$ cat config.mk
export PLATFORM = sky130hd
export DESIGN_NAME = serial_loaded_bank_mapper
export DESIGN_NICKNAME = d
export VERILOG_FILES = /design/src/slbm_pkg.sv /design/src/serial_loaded_bank_mapper.sv /design/src/slbm_loader.sv /design/src/slbm_xlate.sv
export SDC_FILE = /design/constraint.sdc
export NUM_CORES = 1
export LEC_CHECK = 0
export ABC_AREA = 1
export BUFFER_PORTS_ARGS = -buffer_cell sky130_fd_sc_hd__buf_2
export CORE_MARGIN = 10
export CORE_UTILIZATION = 55
export CTS_BUF_LIST = sky130_fd_sc_hd__clkbuf_8
export DETAILED_ROUTE_END_ITERATION = 6
export PLACE_DENSITY_LB_ADDON = 0.12
export SETUP_SLACK_MARGIN = 0.3
export SLEW_MARGIN = 20
export SYNTH_ARGS = -nofsm -noshare
export SYNTH_HDL_FRONTEND = slang
export SYNTH_HIERARCHICAL = 1
export SYNTH_SLANG_ARGS = --single-unit
$ cat constraint.sdc
create_clock -name clk -period 7.4 [get_ports clk]
set_input_delay 0.74 -clock clk [delete_from_list [all_inputs] [get_ports clk]]
set_output_delay 0.74 -clock clk [all_outputs]
set_load 0.01 [all_outputs]
$ cat src/slbm_pkg.sv
// shared types, codes and reset constants for the serial loaded bank mapper
// no dependencies; imported by every module under src
package slbm_pkg;

  // access codes
  localparam logic [1:0] OP_CPU_READ  = 2'd0;
  localparam logic [1:0] OP_CPU_WRITE = 2'd1;
  localparam logic [1:0] OP_PPU_READ  = 2'd2;

  // fifth-write targets, from address bits 14:13
  localparam logic [1:0] TGT_CONTROL  = 2'd0;
  localparam logic [1:0] TGT_CHR_LOW  = 2'd1;
  localparam logic [1:0] TGT_CHR_HIGH = 2'd2;
  localparam logic [1:0] TGT_PRG      = 2'd3;

  // prg modes, from control bits 3:2
  localparam logic [1:0] PRG_MODE_FIXED_LOW  = 2'd2;
  localparam logic [1:0] PRG_MODE_FIXED_HIGH = 2'd3;

  // configuration register indexes
  localparam logic REG_PRG_BANK_COUNT = 1'b0;
  localparam logic REG_CHR_BANK_COUNT = 1'b1;

  localparam int CFG_ADDR_W  = 3;
  localparam int CFG_DATA_W  = 32;
  localparam int BANK_CNT_W  = 5;

  localparam logic [BANK_CNT_W-1:0] BANK_COUNT_RESET = 5'd16;
  localparam logic [4:0] SHIFT_RESET   = 5'h10;
  localparam logic [4:0] CONTROL_RESET = 5'h0C;
  localparam logic [4:0] CONTROL_SET   = 5'h0C;
  localparam logic [2:0] LOAD_WRITES   = 3'd5;
  localparam logic [17:0] PPU_OUT_OF_RANGE = 18'h000FF;

  typedef struct packed {
    logic [1:0]  operation;
    logic [15:0] address;
    logic [7:0]  data;
  } req_t;

  typedef struct packed {
    logic [17:0] mapped_offset;
    logic [1:0]  mirror_mode;
  } rsp_t;

  // bank registers as seen by the address translation
  typedef struct packed {
    logic [4:0] control;
    logic [1:0] mirror;
    logic [4:0] chr_low;
    logic [4:0] chr_high;
    logic [4:0] chr_full;
    logic [2:0] prg_full;
    logic [3:0] prg_low;
    logic [3:0] prg_high;
  } bank_state_t;

endpackage

$ cat src/serial_loaded_bank_mapper.sv
// top level of the serial loaded bank mapper: handshake stages, apb registers
// depends on slbm_pkg, slbm_loader, slbm_xlate
//
//   channel  | direction | handshake            | payload
//   ---------+-----------+----------------------+----------------------------------
//   req      | in        | req_valid/req_stall  | operation, address, data (req_t)
//   rsp      | out       | rsp_valid/rsp_stall  | mapped_offset, mirror_mode (rsp_t)
//   apb      | in/out    | psel/penable/pready  | bank count registers at 0x0, 0x4
//
// one access per cycle sustained while the response side does not stall; a request passes
// through the request register, then the response register, before it can transfer out
// the single-step update of the loader between those registers sets the rate
// synchronous active-high reset: loader shift 0x10 and write count 0, control 0x0c, counts 16
// a stalled response holds while one more request still transfers into the
// request register; req_stall rises only when both registers are full
module serial_loaded_bank_mapper
  import slbm_pkg::*;
#(
  parameter int CfgAddrW = CFG_ADDR_W
) (
  input  logic                  clk,
  input  logic                  rst,
  // request channel
  input  logic                  req_valid,
  output logic                  req_stall,
  input  req_t                  req,
  // response channel
  output logic                  rsp_valid,
  input  logic                  rsp_stall,
  output rsp_t                  rsp,
  // apb configuration port
  input  logic                  psel,
  input  logic                  penable,
  input  logic                  pwrite,
  input  logic [CfgAddrW-1:0]   paddr,
  input  logic [CFG_DATA_W-1:0] pwdata,
  output logic [CFG_DATA_W-1:0] prdata,
  output logic                  pready
);

  // configuration registers
  logic [BANK_CNT_W-1:0] prg_bank_count;
  logic [BANK_CNT_W-1:0] chr_bank_count;
  logic                  cfg_write;
  logic                  cfg_index;

  // request register
  logic stage_valid, stage_valid_next;
  req_t stage_item;
  logic req_xfer;
  logic advance;

  // response register
  logic rsp_valid_next;
  logic rsp_xfer;

  bank_state_t banks;
  logic [1:0]  mirror_next;
  logic [17:0] mapped_offset;

  assign pready    = 1'b1;
  assign cfg_write = psel && penable && pwrite && pready;
  assign cfg_index = paddr[2];

  always_ff @(posedge clk) begin
    if (rst) begin
      prg_bank_count <= BANK_COUNT_RESET;
      chr_bank_count <= BANK_COUNT_RESET;
    end else if (cfg_write) begin
      case (cfg_index)
        REG_PRG_BANK_COUNT: prg_bank_count <= pwdata[BANK_CNT_W-1:0];
        REG_CHR_BANK_COUNT: chr_bank_count <= pwdata[BANK_CNT_W-1:0];
        default: begin
        end
      endcase
    end
  end

  always_comb begin
    case (cfg_index)
      REG_PRG_BANK_COUNT: prdata = CFG_DATA_W'(prg_bank_count);
      REG_CHR_BANK_COUNT: prdata = CFG_DATA_W'(chr_bank_count);
      default:            prdata = '0;
    endcase
  end

  // the held request moves on whenever the response register is free or draining
  assign advance   = stage_valid && (!rsp_valid || !rsp_stall);
  assign req_stall = stage_valid && !advance;
  assign req_xfer  = req_valid && !req_stall;
  assign rsp_xfer  = rsp_valid && !rsp_stall;

  always_comb begin
    stage_valid_next = stage_valid;
    if (req_xfer)     stage_valid_next = 1'b1;
    else if (advance) stage_valid_next = 1'b0;
    rsp_valid_next = rsp_valid;
    if (advance)       rsp_valid_next = 1'b1;
    else if (rsp_xfer) rsp_valid_next = 1'b0;
  end

  always_ff @(posedge clk) begin
    if (rst) begin
      stage_valid <= 1'b0;
      rsp_valid   <= 1'b0;
    end else begin
      stage_valid <= stage_valid_next;
      rsp_valid   <= rsp_valid_next;
    end
  end

  // payload registers, no reset
  always_ff @(posedge clk) begin
    if (req_xfer) stage_item <= req;
    if (advance) begin
      rsp.mapped_offset <= mapped_offset;
      rsp.mirror_mode   <= mirror_next;
    end
  end

  // the loader steps exactly once per request, as it leaves the request register; only cpu writes change bank state
  slbm_loader u_loader (
    .clk            (clk),
    .rst            (rst),
    .step           (advance),
    .item           (stage_item),
    .prg_bank_count (prg_bank_count),
    .banks          (banks),
    .mirror_next    (mirror_next)
  );

  slbm_xlate u_xlate (
    .item           (stage_item),
    .banks          (banks),
    .chr_bank_count (chr_bank_count),
    .mapped_offset  (mapped_offset)
  );

  // both registers full and the output stalled must push back on the request side
  a_backpressure: assert property (@(posedge clk) disable iff (rst)
    (stage_valid && rsp_valid && rsp_stall) |-> req_stall)
    else $error("request accepted while both stages were full");

  // a held request with a free output always produces a response next cycle
  a_advance: assert property (@(posedge clk) disable iff (rst)
    (stage_valid && !rsp_stall) |=> rsp_valid)
    else $error("held request did not reach the response register");

  // an accepted request is held until it moves on
  a_capture: assert property (@(posedge clk) disable iff (rst)
    req_xfer |=> stage_valid)
    else $error("accepted request was lost");

endmodule

$ cat src/slbm_loader.sv
// serial loader and bank registers: shifts write data in, commits on the fifth write; bit 7 resets the shift
// depends on slbm_pkg
module slbm_loader
  import slbm_pkg::*;
(
  input  logic                  clk,
  input  logic                  rst,
  input  logic                  step,
  input  req_t                  item,
  input  logic [BANK_CNT_W-1:0] prg_bank_count,
  output bank_state_t           banks,
  output logic [1:0]            mirror_next
);

  logic [4:0]  serial_shift, serial_shift_next;
  logic [2:0]  write_count, write_count_next;
  bank_state_t banks_next;

  logic [4:0]            shifted;
  logic [2:0]            count_inc;
  logic [BANK_CNT_W-1:0] last_bank;

  always_comb begin
    banks_next        = banks;
    serial_shift_next = serial_shift;
    write_count_next  = write_count;
    shifted   = {item.data[0], serial_shift[4:1]};
    count_inc = write_count + 3'd1;
    last_bank = prg_bank_count - BANK_CNT_W'(1);
    if (step && item.operation == OP_CPU_WRITE) begin
      if (item.data[7]) begin
        serial_shift_next = SHIFT_RESET;
        write_count_next  = '0;
        banks_next.control = banks.control | CONTROL_SET;
      end else if (count_inc != LOAD_WRITES) begin
        serial_shift_next = shifted;
        write_count_next  = count_inc;
      end else begin
        serial_shift_next = '0;
        write_count_next  = '0;
        case (item.address[14:13])
          TGT_CONTROL: begin
            banks_next.control = shifted;
            banks_next.mirror  = shifted[1:0];
          end
          TGT_CHR_LOW: begin
            if (banks.control[4]) banks_next.chr_low = shifted;
            else                  banks_next.chr_full = {shifted[4:1], 1'b0};
          end
          TGT_CHR_HIGH: begin
            if (banks.control[4]) banks_next.chr_high = shifted;
          end
          TGT_PRG: begin
            case (banks.control[3:2])
              PRG_MODE_FIXED_LOW: begin
                banks_next.prg_low  = '0;
                banks_next.prg_high = shifted[3:0];
              end
              PRG_MODE_FIXED_HIGH: begin
                banks_next.prg_low  = shifted[3:0];
                banks_next.prg_high = last_bank[3:0];
              end
              default: begin
                banks_next.prg_full = shifted[3:1];
              end
            endcase
          end
          default: begin
          end
        endcase
      end
    end
  end

  assign mirror_next = banks_next.mirror;

  always_ff @(posedge clk) begin
    if (rst) begin
      serial_shift <= SHIFT_RESET;
      write_count  <= '0;
      banks.control  <= CONTROL_RESET;
      banks.mirror   <= '0;
      banks.chr_low  <= '0;
      banks.chr_high <= '0;
      banks.chr_full <= '0;
      banks.prg_full <= '0;
      banks.prg_low  <= '0;
      banks.prg_high <= '0;
    end else begin
      serial_shift <= serial_shift_next;
      write_count  <= write_count_next;
      banks        <= banks_next;
    end
  end

endmodule

$ cat src/slbm_xlate.sv
// address translation of cpu and ppu reads into rom offsets
// depends on slbm_pkg
module slbm_xlate
  import slbm_pkg::*;
(
  input  req_t                  item,
  input  bank_state_t           banks,
  input  logic [BANK_CNT_W-1:0] chr_bank_count,
  output logic [17:0]           mapped_offset
);

  logic [17:0] cpu_offset;
  logic [17:0] ppu_offset;
  logic [3:0]  prg_bank;

  always_comb begin
    prg_bank = item.address[14] ? banks.prg_high : banks.prg_low;
    if (banks.control[3] && item.address[15]) begin
      cpu_offset = {prg_bank, item.address[13:0]};
    end else begin
      cpu_offset = {banks.prg_full, item.address[14:0]};
    end
  end

  always_comb begin
    if (chr_bank_count == '0) begin
      ppu_offset = {2'b00, item.address};
    end else if (banks.control[4]) begin
      // 4k mode: two independent windows, nothing above 0x1fff
      if (item.address[15:12] == 4'd0) begin
        ppu_offset = {1'b0, banks.chr_low, item.address[11:0]};
      end else if (item.address[15:13] == 3'd0) begin
        ppu_offset = {1'b0, banks.chr_high, item.address[11:0]};
      end else begin
        ppu_offset = PPU_OUT_OF_RANGE;
      end
    end else begin
      // 8k bank is always even, so the add reduces to a concatenation
      ppu_offset = {1'b0, banks.chr_full[4:1], item.address[12:0]};
    end
  end

  always_comb begin
    case (item.operation)
      OP_CPU_READ: mapped_offset = cpu_offset;
      OP_PPU_READ: mapped_offset = ppu_offset;
      default:     mapped_offset = '0;
    endcase
  end

endmodule
==> results of run 1 <==
==> layout by cell type, fill, tap and decap left out, types with 3 or more instances in the layout <==
cell type,count
nand2_1,146
inv_1,71
nor2_1,69
buf_2,59
dfxtp_1,49
nand3_1,40
edfxtp_1,40
a21oi_1,31
conb_1,28
clkbuf_8,9
o21ai_0,8
nor2_2,6
nand3_2,6
nand2_2,6
o21ai_1,3
nand4_1,3
ha_1,3
==> final cells by class <==
| cell class | count | area, um2 |
|---|---|---|
| Inverter | 75 | 282 |
| Multi-Input combinational cell | 361 | 1650 |
| Sequential cell | 89 | 2180 |
| Tap cell | 102 | 128 |
| Clock buffer | 9 | 124 |
| Fill cell | 721 | 2900 |
| Timing Repair Buffer | 60 | 303 |
| Clock inverter | 7 | 85.1 |
==> worst max-delay path: cells and delay by family <==
| kind | cells | cell delay, ns |
|---|---|---|
| simple gates | 2 | 0.13 |
| buf+inv | 3 | 0.51 |
==> power groups by stage <==
stage          logic (mW)  clock network (mW)  registers [mW]
6_report           0.0750               0.348           0.539
5_1_grt            0.0854               0.373           0.541
4_1_cts            0.0753               0.352           0.539
3_5_place_dp       0.0750                   0           0.551
3_3_place_gp       0.0736                   0           0.550
2_1_floorplan      0.0577                   0           0.550
==> per-stage QoR <==
stage	utilization [%]	cell area [um2]	setup slack, ns	hold slack (ns)	power [mW]
final	62.1	4750	5.28	0.481	0.962
after global routing	62.1	4750	5.13	0.509	0.999
after CTS	62.1	4750	5.02	0.489	0.967
after detailed placement	59.4	4540	4.65	0.469	0.626
after global placement	59.4	4540	4.64	0.450	0.624
after floorplan	-	4370	4.45	0.429	0.608
==> state kept, by name, indices dropped and copies added (netlist names) <==
signal / flops
stage_item: 20
chr_bank_count: 5
rsp_valid: 1
prg_bank_count: 5
u_loader/serial_shift: 4
rsp: 20
stage_valid: 1
u_loader/write_count: 3
u_loader/banks: 30
==> metal layers <==
layer	wire length (um)	part of all wire, %
met1	3870	43
met2	4280	48
met3	645	7.2
met4	131	1.5
met5	0	0
==> worst max path at each step <==
stage               startpoint                 end  slack [ns]
floorplan            rsp_stall              rsp[0]        4.45
global placement     rsp_stall  u_loader/banks[21]        4.64
detailed placement   rsp_stall  u_loader/banks[22]        4.65
CTS                  rsp_stall  u_loader/banks[22]        5.02
global route         rsp_stall  u_loader/banks[16]        5.13
finish                paddr[2]           prdata[0]        5.28
==> metrics, run 1 <==
Remaining Overflow, GRT=0; gr busiest metal=met2; vias in the first global route=3189; TritonCTS clock tree=done; Die W=108 um; fmax=0.473 GHz; Req. time, crit path=6.66 ns; cell at the slowest stage of the critical path=buf_2; clock buffer depth=2; Sw Pwr=0.246 mW; Final Hold Viols=0; root buf cell=clkbuf_8; met2 usage=26.3%; Layout Skew=0.0129 ns; Avg Cell Area, Syn=7.95 um2; Setup TNS Final=0 ns; Hold EP=rsp_valid; max-cap viol count=0; CTS Sinks=89; largest net degree at the start of global routing=30; ANT cells=0; cells on worst reg2reg path=7; RSZ-0062 raised after global routing=false; initial core utilization=55.9%; worst vdd ir=89.9 uV; combinational power share=7.8%; DR vias/cell=4.75; HP Class=reg -> reg; Placed Cells=687; met1 global-route usage=18.8%; Final nets=667; final non-filler cell total=703; relative slew slack=38.5%; Yosys Warn Count=6; total number of vias=3342; status=completed; TritonRoute pass-1 iters=4; crit-path max cell delay=0.22 ns; critical setup path kind=in -> out; die area=11700 um2; later-pin clock latency in the skew report=0.36 ns; synthesized instance count=538; crit path cell chain=buf_2, inv_2, nand2_1, nand2_1, buf_2; IO buf count=59; count of pins over their slew limit=0; r2r endpoint=u_loader/banks[18]; Cell Rows=32; top fanout value on the critical path=12; Die Ht=108 um; first-pass GRT wire length=14.7 mm; Iter 0 DRT Violations=197; clk slew on worst S/H paths=0.09 ns; met3 Resource Use GR=3.39%; H-tree Lvls=3; worst-margin pin slew=0.921 ns; postcts setup bufs=0; count of final setup violators=0; total core area=7650 um2; min-delay src=rsp_valid; RR Startpoint=stage_item[24]; fraction of layout cells with a size suffix above 1=16.8%; DRT Wirelength=8.92 mm; synthesized area=4280 um2; remaining antenna violation count=0; Final Wtd Congestion=0.812; antenna violations before repair=0; Area Overhead vs Synth=11.1%; I/O Pins=123; CTS resizes=0; internal power=0.715 mW; Leakage=2.26 nW; DRC errors left=0; WHS Path Cells=2; CTS Buf Count=9; Worst EP arrival=1.38 ns; DP HPWL=6.59 mm; CTS Hold Buffers Added=0; Net Sw Frac=25.6%; Crit. End Element=output port; nature of the critical path startpoint=primary input; Total GRT Usage=15.5%; drt wl/cell=12.7 um; Cell Pwr Density=202 nW/um2; crit path time final=2.12 ns; reg2reg setup slack=5.34 ns; clock power share=36.1%; Sequential Power Share=56.1%; fin crit share=28.6%
Power figures use the tool's default switching activity.
==> run 2, diff against run 1 <==
Settings changed: CORE_UTILIZATION 55 to 49.
Clock period 7.4 ns to 1.85 ns, I/O delays scaled along.
==> metrics, run 2 (synthesis results as in run 1) <==
Final nets=695 (+4.2%); IO buf count=59 (unchanged); H-tree Lvls=3 (unchanged); DR vias/cell=4.72 (-0.67%); RSZ-0062 raised after global routing=true; total core area=8590 um2 (+12%); largest net degree at the start of global routing=21 (-30%); crit path time final=1.56 ns; commonest non-fill, non-tap cell in the layout=nand2_1; final core utilization=60.0% (-2.1 points); total number of vias=3480 (+4.1%); Req. time, crit path=1.96 ns (-4.70 ns); status=completed; top fanout value on the critical path=7 (-5); biggest regs=u_loader/banks x30, rsp x20, stage_item x20; root buf cell=clkbuf_8; most frequent cells in the layout=140 x nand2_1, 70 x inv_1, 67 x nor2_1, 59 x buf_2, 48 x dfxtp_1; I/O Pins=123 (unchanged); Area Overhead vs Synth=20.6%; DP HPWL=6.79 mm (+3.2%); drt wl/cell=13.2 um (+3.9%); DRT Wirelength=9.72 mm (+9.0%); critical setup path kind=reg -> reg; clock buffer depth=2 (unchanged); final non-filler cell total=737 (+4.8%); Total GRT Usage=14.9% (-0.55 points); WHS Path Cells=1 (-1); Cell Rows=34 (+6.3%); max FFs per register=30 (unchanged); Top reg by flops=u_loader/banks; Die W=113 um (+4.8%); Crit. End Element=flop; initial core utilization=49.8% (-6.2 points); fin crit share=84.1%; HP Class=in -> reg; CTS Sinks=89 (unchanged); count of pins over their slew limit=0 (unchanged); Leakage=2.44 nW (+8.1%); worst vdd ir=451 uV (+400%); first-pass GRT wire length=15.9 mm (+8.0%); remaining antenna violation count=0 (unchanged); Setup TNS Final=0 ns (unchanged); TritonCTS clock tree=done; max-cap viol count=0 (unchanged); DRC errors left=0 (unchanged); Final Wtd Congestion=0.798 (-1.7%); fmax=0.643 GHz; clk slew on worst S/H paths=0.09 ns (about the same); cells on worst reg2reg path=6 (-1); Worst EP arrival=1.66 ns (+0.28 ns); vias in the first global route=3397 (+6.5%); nature of the critical path startpoint=flop; Cell Pwr Density=747 nW/um2 (+270%); Iter 0 DRT Violations=176 (-11%); Layout Skew=0.0138 ns (+0.000920 ns); ANT cells=0 (unchanged); Die Ht=113 um (+4.8%); Final Hold Viols=0 (unchanged); TritonRoute pass-1 iters=4 (unchanged); count of final setup violators=0 (unchanged); fraction of layout cells with a size suffix above 1=21.6% (+4.8 points); later-pin clock latency in the skew report=0.35 ns (about the same); CTS Buf Count=9 (unchanged); Placed Cells=700 (+1.9%); antenna violations before repair=0 (unchanged); Remaining Overflow, GRT=0 (unchanged); die area=12900 um2 (+9.9%)
## run 2: cell types whose count changed in the layout (fill, tap and decap cells not counted), moves of 2 or more
cell,previous run,this run
buf_4,1,10
nand2_1,146,140
nor2_1,69,67
nand3_2,6,15
dlygate4sd3_1,0,14
nand2_4,1,5
inv_8,2,0
nor2_4,1,4
buf_6,0,2
nand3_1,40,30
## run 2: through the flow
step	hold WS (ns)	power, mW	cell area [um2]	worst slack [ns]
after detailed placement	0.364	2.52	4690	0.228
final	0.0192	3.85	5160	0.294
after global placement	0.361	2.52	4690	0.247
after global routing	0.000279	4.02	5160	0.196
after CTS	0.0000964	3.89	5040	0.297
after floorplan	0.247	2.44	4450	-0.0147
## run 2: area by class of cell
type	instances	area [um2]
Clock buffer	9	124
Inverter	75	285
Fill cell	782	3440
Clock inverter	7	76.3
Timing Repair Buffer	87	568
Sequential cell	89	2180
Multi-Input combinational cell	362	1780
Tap cell	108	135
## run 2: final timing paths
| check | start | to | slack [ns] |
|---|---|---|---|
| setup reg to reg | stage_item[25] | rsp[0] | 0.29 |
| setup / recovery | stage_item[25] | rsp[0] | 0.29 |
| hold / removal | req[25] | stage_item[25] | 0.02 |
| hold reg to reg | u_loader/banks[30] | u_loader/banks[30] | 0.47 |
## run 2: repair_timing
item / 4_1_cts / 5_1_grt
setup buffers: 2 / 3
resized for setup: 1 / 19
pin swaps: 2 / 4
setup endpoints to repair: 17 / 30
hold buffers: 13 / 1
cloned: 1 / 1
hold endpoints to repair: 13 / 1
## run 2: metal layers
metal | global-route usage [%] | vias to the layer above | wire length (um)
met1 | 18.4 | 1582 | 4370
met2 | 24.8 | 84 | 4700
met5 | 0 | - | 0
met4 | 4.57 | 0 | 62
met3 | 4.04 | 6 | 585
li1 | - | 1808 | -
## run 2: where the power goes
part / internal, mW / switching (mW)
clock: 0.634 / 0.708
combinational: 0.126 / 0.226
sequential: 2.12 / 0.0382
## run 2: critical path, cell delays in order, from the launching register on
cell	delay, ns
edfxtp_1	0.58
nor2_8	0.25
nand2_8	0.10
nor2_8	0.18
nand2_4	0.08
nand2_2	0.08
nand2_1	0.05
==> run 3, diff against run 2 <==
Clock period 1.85 ns to 1.26 ns, I/O delays scaled along.
==> metrics, run 3 (synthesis results as in run 1) <==
WHS Path Cells=5 (+4); largest net degree at the start of global routing=30 (+43%); total core area=8590 um2 (unchanged); CP endpoint=rsp[0]; dpl ws=-0.292 ns (-0.520 ns); Leakage=2.77 nW (+14%); max FFs per register=30 (unchanged); commonest non-fill, non-tap cell in the layout=nand2_1; later-pin clock latency in the skew report=0.36 ns (about the same); Final Hold Viols=0 (unchanged); fmax=0.673 GHz (+4.8%); Final nets=747 (+7.5%); r2r endpoint=rsp[0]; most frequent CP cell=nand2_2; crit-path max cell delay=0.37 ns (-0.21 ns); crit path launch=u_loader/write_count[0]; Final Wtd Congestion=0.842 (+5.5%); Req. time, crit path=1.37 ns (-0.59 ns); DRC errors left=0 (unchanged); initial core utilization=49.8% (unchanged); HP Class=in -> reg; I/O Pins=123 (unchanged); total number of vias=3763 (+8.1%); CTS Sinks=89 (unchanged); crit path time final=1.49 ns (-0.0713 ns); reg2reg setup slack=-0.23 ns (-0.52 ns); Cell Pwr Density=980 nW/um2 (+31%); Remaining Overflow, GRT=0 (unchanged); min-delay src=pwdata[1]; Worst EP arrival=1.60 ns (-0.06 ns); drt wl/cell=14.3 um (+8.6%); ANT cells=0 (unchanged); TritonCTS clock tree=done; Pwr Total=5.86 mW (+52%); Iter 0 DRT Violations=210 (+19%); H-tree Lvls=3 (unchanged); vias in the first global route=3550 (+4.5%); clk slew on worst S/H paths=0.09 ns (about the same); delay-heaviest family, CP=simple AND/OR/NAND/NOR gates; IO buf count=59 (unchanged); Crit. path cell count=8 (+2); RSZ-0062 raised after global routing=true; cell at the slowest stage of the critical path=dfxtp_4; clock buffer depth=2 (unchanged); worst path buffer plus inverter count=1 (+1); Layout Skew=0.0136 ns (-0.000197 ns); biggest regs=u_loader/banks x30, rsp x20, stage_item x20; RR Startpoint=u_loader/write_count[0]; setup ws final=-0.225 ns (-0.519 ns); CTS Buf Count=9 (unchanged); Die W=113 um (unchanged); root buf cell=clkbuf_8; die area=12900 um2 (unchanged); Total GRT Usage=16.7% (+1.8 points); crit path cell chain=ha_4, inv_1, nand2_2, nand3_4, nor2_8, nand2_4, nand2_2, nand2_1; first-pass GRT wire length=17.6 mm (+11%); top fanout value on the critical path=5 (-2); fraction of layout cells with a size suffix above 1=35.4% (+14 points); antenna violations before repair=0 (unchanged); TritonRoute pass-1 iters=6 (+2); critical setup path kind=reg -> reg; Placed Cells=725 (+3.6%); status=finished, violations left; final non-filler cell total=789 (+7.1%); Cell Rows=34 (unchanged); Top reg by flops=u_loader/banks; worst vdd ir=577 uV (+28%); cells on worst reg2reg path=8 (+2); remaining antenna violation count=0 (unchanged); DP HPWL=7.27 mm (+7.1%); count of final setup violators=76 (+76); max-cap viol count=0 (unchanged); Die Ht=113 um (unchanged); most frequent cells in the layout=121 x nand2_1, 67 x inv_1, 62 x nor2_1, 50 x buf_2, 40 x edfxtp_1; DRT Wirelength=11.3 mm (+16%); failing checks=negative setup slack; Crit. End Element=flop; count of pins over their slew limit=0 (unchanged); Area Overhead vs Synth=39.9%; nature of the critical path startpoint=flop; DR vias/cell=4.77 (+1.0%); fin crit share=118% (+34 points)
==> run 3: changes by cell type in the layout (fill, tap and decap cells not counted), moves of 9 or more <==
cell and change:
dfxtp_1 -10, buf_6 +20, a21oi_1 -11, a21oi_2 +11, buf_4 +28, nand2_1 -19, buf_2 -9, nand2_2 +14
==> run 3: power by group <==
part	switching (mW)	leakage (nW)	internal (mW)	total [mW]
sequential	0.0491	0.790	3.10	3.15
clock	1.04	0.101	0.918	1.96
combinational	0.417	1.88	0.332	0.749
==> run 3: final cells by class <==
class                           instances  area [um2]
Tap cell                              108         135
Timing Repair Buffer                  137        1120
Multi-Input combinational cell        364        2050
Inverter                               75         285
Fill cell                             684        2610
Clock buffer                            9         124
Sequential cell                        89        2210
Clock inverter                          7        70.1
==> run 3: how the worst min path moves through the flow <==
stage / slack, ns / end
2_1_floorplan: 0.19 / rsp_valid
3_3_place_gp: 0.30 / stage_item[9]
3_5_place_dp: 0.30 / stage_item[7]
4_1_cts: 0.05 / stage_valid
5_1_grt: 0.11 / prg_bank_count[1]
6_report: 0.1 / prg_bank_count[1]
==> run 3: routing by layer <==
layer | GRT usage (%) | share of wire, % | vias to the layer above
met2 | 28.0 | 51 | 123
met3 | 3.73 | 6.3 | 11
met1 | 20.6 | 42 | 1711
met4 | 5.75 | 1.1 | 0
li1 | - | - | 1918
met5 | 0 | 0 | -
==> run 3: what timing repair did <==
item / 4_1_cts / 5_1_grt
cloned: 4 / 0
buffers inserted: 14 / 8
hold buffers: 22 / 0
resized for setup: 55 / 57
pin swaps: 18 / 13
setup endpoints to repair: 124 / 125
endpoints found under the hold margin: 24 / 0
==> run 3: through the flow <==
stage	TNS (ns)	utilization [%]	hold slack, ns	cell area, um2
2_1_floorplan	-16.78	-	0.188	4480
3_3_place_gp	-7.30	57.4	0.302	4940
3_5_place_dp	-10.59	57.4	0.305	4940
4_1_cts	-7.88	66.4	0.0463	5700
5_1_grt	-14.72	69.6	0.111	5980
6_report	-8.31	69.6	0.0978	5980
==> run 3: worst reg2reg max path: stages (launching register included) <==
cell and delay, ns:
dfxtp_4 0.37, ha_4 0.14, inv_1 0.05, nand2_2 0.10
nand3_4 0.14, nor2_8 0.23, nand2_4 0.10, nand2_2 0.07
nand2_1 0.05
